==> src/hdl/srpw_pkg.sv <==
// Package: shared types and constants for the stroke ribbon block.
`default_nettype none
package srpw_pkg;
    localparam int AtanTabLen = 24;
    localparam int WidthBits = 16;
    localparam int GainBits = 8;
    localparam logic [GainBits-1:0] GainReset = 8'd51;
    localparam logic [31:0] CordicK = 32'd652032875;

    // atan(2^-i), 2^32 per turn
    function automatic logic [31:0] atan_tab(input logic [4:0] i);
        logic [31:0] v;
        case (i)
            5'd0: v = 32'd536870912;
            5'd1: v = 32'd316933406;
            5'd2: v = 32'd167458907;
            5'd3: v = 32'd85004756;
            5'd4: v = 32'd42667331;
            5'd5: v = 32'd21354465;
            5'd6: v = 32'd10679838;
            5'd7: v = 32'd5340245;
            5'd8: v = 32'd2670163;
            5'd9: v = 32'd1335087;
            5'd10: v = 32'd667544;
            5'd11: v = 32'd333772;
            5'd12: v = 32'd166886;
            5'd13: v = 32'd83443;
            5'd14: v = 32'd41722;
            5'd15: v = 32'd20861;
            5'd16: v = 32'd10430;
            5'd17: v = 32'd5215;
            5'd18: v = 32'd2608;
            5'd19: v = 32'd1304;
            5'd20: v = 32'd652;
            5'd21: v = 32'd326;
            5'd22: v = 32'd163;
            5'd23: v = 32'd81;
            default: v = 32'd0;
        endcase
        return v;
    endfunction

    // Command from front to back part
    typedef enum logic [1:0] {
        CMD_PAIR  = 2'd0,  // prime heading from held 0->1, emit held 0
        CMD_MID   = 2'd1,  // segment held1->p, smooth, emit held 1
        CMD_END   = 2'd2   // smooth again with last segment, emit p (end)
    } t_cmd;
endpackage
`default_nettype wire

==> src/hdl/srpw_front.sv <==
// Front part: holds points, classifies each point into back-end commands.
`default_nettype none
module srpw_front
    import srpw_pkg::*;
#(
    parameter int CoordBits = 20
) (
    input  wire                   i_clk,
    input  wire                   i_rst_n,
    input  wire                   i_valid,
    output logic                  o_ready,
    input  wire [CoordBits-1:0]   i_x,
    input  wire [CoordBits-1:0]   i_y,
    input  wire [WidthBits-1:0]   i_w,
    input  wire                   i_first,
    input  wire                   i_last,
    // command queue write side
    output logic                  o_cmd_valid,
    input  wire                   i_cmd_ready,
    output t_cmd                  o_cmd,
    output logic [CoordBits-1:0]  o_ax,
    output logic [CoordBits-1:0]  o_ay,
    output logic [CoordBits-1:0]  o_bx,
    output logic [CoordBits-1:0]  o_by,
    output logic [CoordBits-1:0]  o_ex,
    output logic [CoordBits-1:0]  o_ey,
    output logic [WidthBits-1:0]  o_ew
);
    localparam int PW = 2*CoordBits + WidthBits;
    typedef enum logic [1:0] {S_IDLE, S_PAIR, S_MID, S_END} t_state;
    t_state r_state;
    logic [PW-1:0] r_h0, r_h1, r_p;
    logic [1:0] r_seen;
    logic r_last;

    assign o_ready = (r_state == S_IDLE);
    assign o_cmd_valid = (r_state != S_IDLE);

    always_comb begin
        o_cmd = CMD_MID;
        o_ax = r_h1[CoordBits-1:0];
        o_ay = r_h1[2*CoordBits-1:CoordBits];
        o_bx = r_p[CoordBits-1:0];
        o_by = r_p[2*CoordBits-1:CoordBits];
        o_ex = r_h1[CoordBits-1:0];
        o_ey = r_h1[2*CoordBits-1:CoordBits];
        o_ew = r_h1[PW-1:2*CoordBits];
        unique case (r_state)
            S_PAIR: begin
                o_cmd = CMD_PAIR;
                o_ax = r_h0[CoordBits-1:0];
                o_ay = r_h0[2*CoordBits-1:CoordBits];
                o_bx = r_h1[CoordBits-1:0];
                o_by = r_h1[2*CoordBits-1:CoordBits];
                o_ex = r_h0[CoordBits-1:0];
                o_ey = r_h0[2*CoordBits-1:CoordBits];
                o_ew = r_h0[PW-1:2*CoordBits];
            end
            S_END: begin
                o_cmd = CMD_END;
                o_ex = r_p[CoordBits-1:0];
                o_ey = r_p[2*CoordBits-1:CoordBits];
                o_ew = r_p[PW-1:2*CoordBits];
            end
            default: ;
        endcase
    end

    always_ff @(posedge i_clk) begin
        if (!i_rst_n) begin
            r_state <= S_IDLE;
            r_seen <= 2'd0;
            r_last <= 1'b0;
        end else begin
            unique case (r_state)
                S_IDLE: if (i_valid) begin
                    r_last <= i_last;
                    r_p <= {i_w, i_y, i_x};
                    if (i_first || r_seen == 2'd0) begin
                        r_h0 <= {i_w, i_y, i_x};
                        r_seen <= i_last ? 2'd0 : 2'd1;
                    end else if (r_seen == 2'd1) begin
                        r_h1 <= {i_w, i_y, i_x};
                        r_seen <= i_last ? 2'd0 : 2'd2;
                    end else begin
                        r_state <= (r_seen == 2'd2) ? S_PAIR : S_MID;
                    end
                end
                S_PAIR: if (i_cmd_ready) r_state <= S_MID;
                S_MID: if (i_cmd_ready) begin
                    r_h0 <= r_h1;
                    r_h1 <= r_p;
                    r_seen <= r_last ? 2'd0 : 2'd3;
                    r_state <= r_last ? S_END : S_IDLE;
                end
                S_END: if (i_cmd_ready) r_state <= S_IDLE;
                default: r_state <= S_IDLE;
            endcase
        end
    end
endmodule
`default_nettype wire

==> config.mk <==
export PLATFORM = sky130hd
export DESIGN_NAME = srpw_front
export DESIGN_NICKNAME = d
export VERILOG_FILES = /design/src/hdl/srpw_pkg.sv /design/src/hdl/srpw_front.sv
export SDC_FILE = /design/constraint.sdc
export NUM_CORES = 1
export LEC_CHECK = 0
export ABC_CLOCK_PERIOD_IN_PS = 12160
export BUFFER_PORTS_ARGS = -buffer_cell sky130_fd_sc_hd__buf_2
export CAP_MARGIN = 20
export CORE_MARGIN = 3
export CORE_UTILIZATION = 50
export DETAILED_ROUTE_END_ITERATION = 16
export GPL_TIMING_DRIVEN = 0
export PLACE_DENSITY = 0.81
export SYNTH_ARGS = -nofsm -noshare
export SYNTH_HDL_FRONTEND = slang
export SYNTH_SLANG_ARGS = --single-unit
==> constraint.sdc <==
create_clock -name i_clk -period 12.16 [get_ports i_clk]
set_clock_uncertainty 0.1 [all_clocks]
set_input_delay 0.608 -clock i_clk [delete_from_list [all_inputs] [get_ports i_clk]]
set_output_delay 0.608 -clock i_clk [all_outputs]
set_load 0.005 [all_outputs]
==> impl_metrics.csv <==
group,metric,value,unit
outcome,status,"complete, no violations",
clocking,cts-root-buf,"clkbuf_16",
detailed_routing,drt_iter0_markers,488,
detailed_routing,first_pass_iters,6,
grt,gr-total-overflow,0,
synth,synth_cell_types,33,
synth,synth_top_area_share,54.9,%
placement,dpl_cell_area,10600,µm²
critical_path,cp.required,11450,ps
clocking,cts_buffer_depth,2,
clocking,postCtsSetupBuffers,0,
cells_and_area,multi_input_area,3620,µm²
floorplanning,dieArea,20000,µm²
critical_path,critical_path_class,"reg -> out",
clocking,clkSinkCount,173,
min_path,hp-class,"in -> reg",
timing,slew_viol_final,0,
timing,worst_pin_slew,911,ps
clocking,cts_max_level,4,
pwr,p_per_area,128,nW/µm²
critical_path,end_kind,"primary output",
timing,hold_violations,0,
placement,port_buffers,201,
synth,syn_area_per_cell,11.6,µm²
grt,antenna_found_initial,2,
critical_path,path_max_fanout,10,
floorplanning,initial_core_util,52.0,%
timing,min_period,2870,ps
min_path,min_from,"i_x[13]",
synth,synth_cells,793,
detailed_routing,wl,24.1,mm
floorplanning,fp.dieH,142,µm
clocking,post_cts_resized,0,
placement,gp_congestion,0.900,
timing,setup_viol,0,
synth,synth_largest_area_cell,"edfxtp_1",
synth,yosys-top-cells-area,"edfxtp_1 (55%), mux2_4 (13%), nand2_1 (12%)",
timing,hold_slack,269,ps
critical_path,cp.arrival,2160,ps
timing,fmax,348,MHz
pwr,power,1.43,mW
floorplanning,core_area,17700,µm²
detailed_routing,drc,0,
cells_and_area,nFillCells,1402,
grt,grt_pass1_wl,37.1,mm
pwr,ir_drop,0.0000900,V
synth,yosys_register_bits,173,
floorplanning,die_w,142,µm
clocking,cts_hold_buf,0,
critical_path,startpoint,"r_state[0]",
synth,ys_warn_count,0,
clocking,cts_buffers,17,
detailed_routing,vias_per_cell,5.43,
critical_path,reg2reg_from,"r_state[0]",
timing,rsz0062_at_grt,"false",
pwr,cellLeakagePower,4.98,nW
synth,ys_seq_area_share,56.0,%
timing,setup_slack,9290,ps
clocking,path_clk_slew,70,ps
critical_path,cp-start-kind,"flip-flop",
timing,fin_crit_sh,23.6,%
floorplanning,ioPinCount,202,
timing,relSlewSlack,39.2,%
timing,fin_tns_setup,0,ps
synth,syn_nets,855,
placement,pre_cts_ws,9710,ps
cells_and_area,seqCellArea,5140,µm²
grt,grt_max_degree,57,
flow_run,drv_cap,0,
cells_and_area,final_layout_size_suffix_gt1_share,35.7,%
detailed_routing,vias,6815,
synth,syn_area,9190,µm²
grt,grt_pass1_vias,6774,
grt,grt_usage,23.9,%
clocking,cts_tree,"built",
placement,hpwl,16.7,mm
cells_and_area,nNetsFinal,1079,
cells_and_area,area_delta_synth_final,22.2,%
floorplanning,row_count,48,
clocking,clk-insertion-delay-late,430,ps
cells_and_area,fin_area,11200,µm²
detailed_routing,post_drt_wl_per_cell,19.2,µm
detailed_routing,antenna_left,0,
[cells in the final DEF (no fill, tap or decap), drive strengths merged, types with 2 or more instances in the layout]
cell / n
a21boi: 2
a21oi: 59
and2: 2
buf: 255
bufinv: 5
clkbuf: 20
clkinv: 5
dfxtp: 5
edfxtp: 168
inv: 4
mux2: 80
mux2i: 59
nand2: 283
nand2b: 3
nand3b: 2
nor2: 58
nor2b: 3
nor3b: 2
o311a: 2
o31ai: 4
[worst max-delay path, stage by stage, from the launching register on]
cell	delay, ps
dfxtp_1	300
buf_2	210
buf_1	520
buf_2	410
a21oi_1	140
buf_2	150
[power breakdown]
part / switching (mW) / leakage [nW] / internal [mW] / total, mW
sequential: 0.0163 / 1.59 / 0.690 / 0.706
clock: 0.221 / 0.303 / 0.363 / 0.584
combinational: 0.0785 / 3.08 / 0.0628 / 0.141
[cell families (layout without fill, tap and decap cells)]
kind of cell | after synthesis | in the layout | synth area share (%)
AO/OA/AOI/OAI | 72 | 72 | 4.37
buffers and inverters | 53 | 290 | 4.85
flip-flops | 173 | 173 | 56.0
multiplexers | 139 | 139 | 19.5
other | 0 | 1 | 0
AND/OR/NAND/NOR | 356 | 356 | 15.3
[sequential cells by signal (all words and copies together) (netlist names)]
| signal | flops |
|---|---|
| r_p | 56 |
| r_last | 1 |
| r_h1 | 56 |
| r_h0 | 56 |
| r_state | 2 |
| r_seen | 2 |
[cell type report]
| cell class | count | share of cell area, % |
|---|---|---|
| Antenna cell | 1 | 0.0223 |
| Buffer | 50 | 3.87 |
| Clock buffer | 20 | 3.89 |
| Clock inverter | 12 | 1.72 |
| Inverter | 3 | 0.100 |
| Multi-Input combinational cell | 567 | 32.3 |
| Sequential cell | 173 | 45.8 |
| Tap cell | 225 | 2.51 |
| Timing Repair Buffer | 205 | 9.81 |
[cells in the mapped netlist]
cell      count
buf_12        8
nor2b_1       3
o31ai_1       4
mux2i_1      59
buf_2        21
buf_1         1
nor3b_1       1
edfxtp_1    168
buf_8         1
nand3_1       1
nand2b_1      2
a221o_1       1
a21boi_0      2
nand2b_4      1
o311a_1       2
nor2_1       57
inv_1         3
dfxtp_1       5
o41ai_1       1
a21oi_1      59
nand2_1     283
and3b_1       1
o21ai_0       1
and2_1        2
buf_4        17
o21bai_1      1
nor3b_2       1
buf_6         2
or3b_1        1
o21ba_2       1
nand3b_1      2
mux2_4       80
nor2_4        1
[worst paths after layout]
kind                                 end  slack, ps  cells past startpoint
worst max-delay path            o_ew[14]       9290                      5
worst min-delay path             r_p[13]        270                      1
worst max register to register  r_h1[54]       9930                      6
worst min register to register  r_h0[55]        450                      2
[metal layers]
metal  vias up  wire length [µm]  GRT usage, %
met5         -                29             0
met4         4               512          7.47
met3        40              1830          5.09
met2       286             11600          39.9
met1      3265             10100          31.6
li1       3220                 -             -
[metrics by stage]
step | instances | utilization [%]
2_1_floorplan | 793 | -
3_3_place_gp | 1219 | 59.3
3_5_place_dp | 1223 | 60.0
4_1_cts | 1255 | 63.6
5_1_grt | 1255 | 63.6
6_report | 1256 | 63.6
Note: power is estimated with default switching activity, not from simulation.
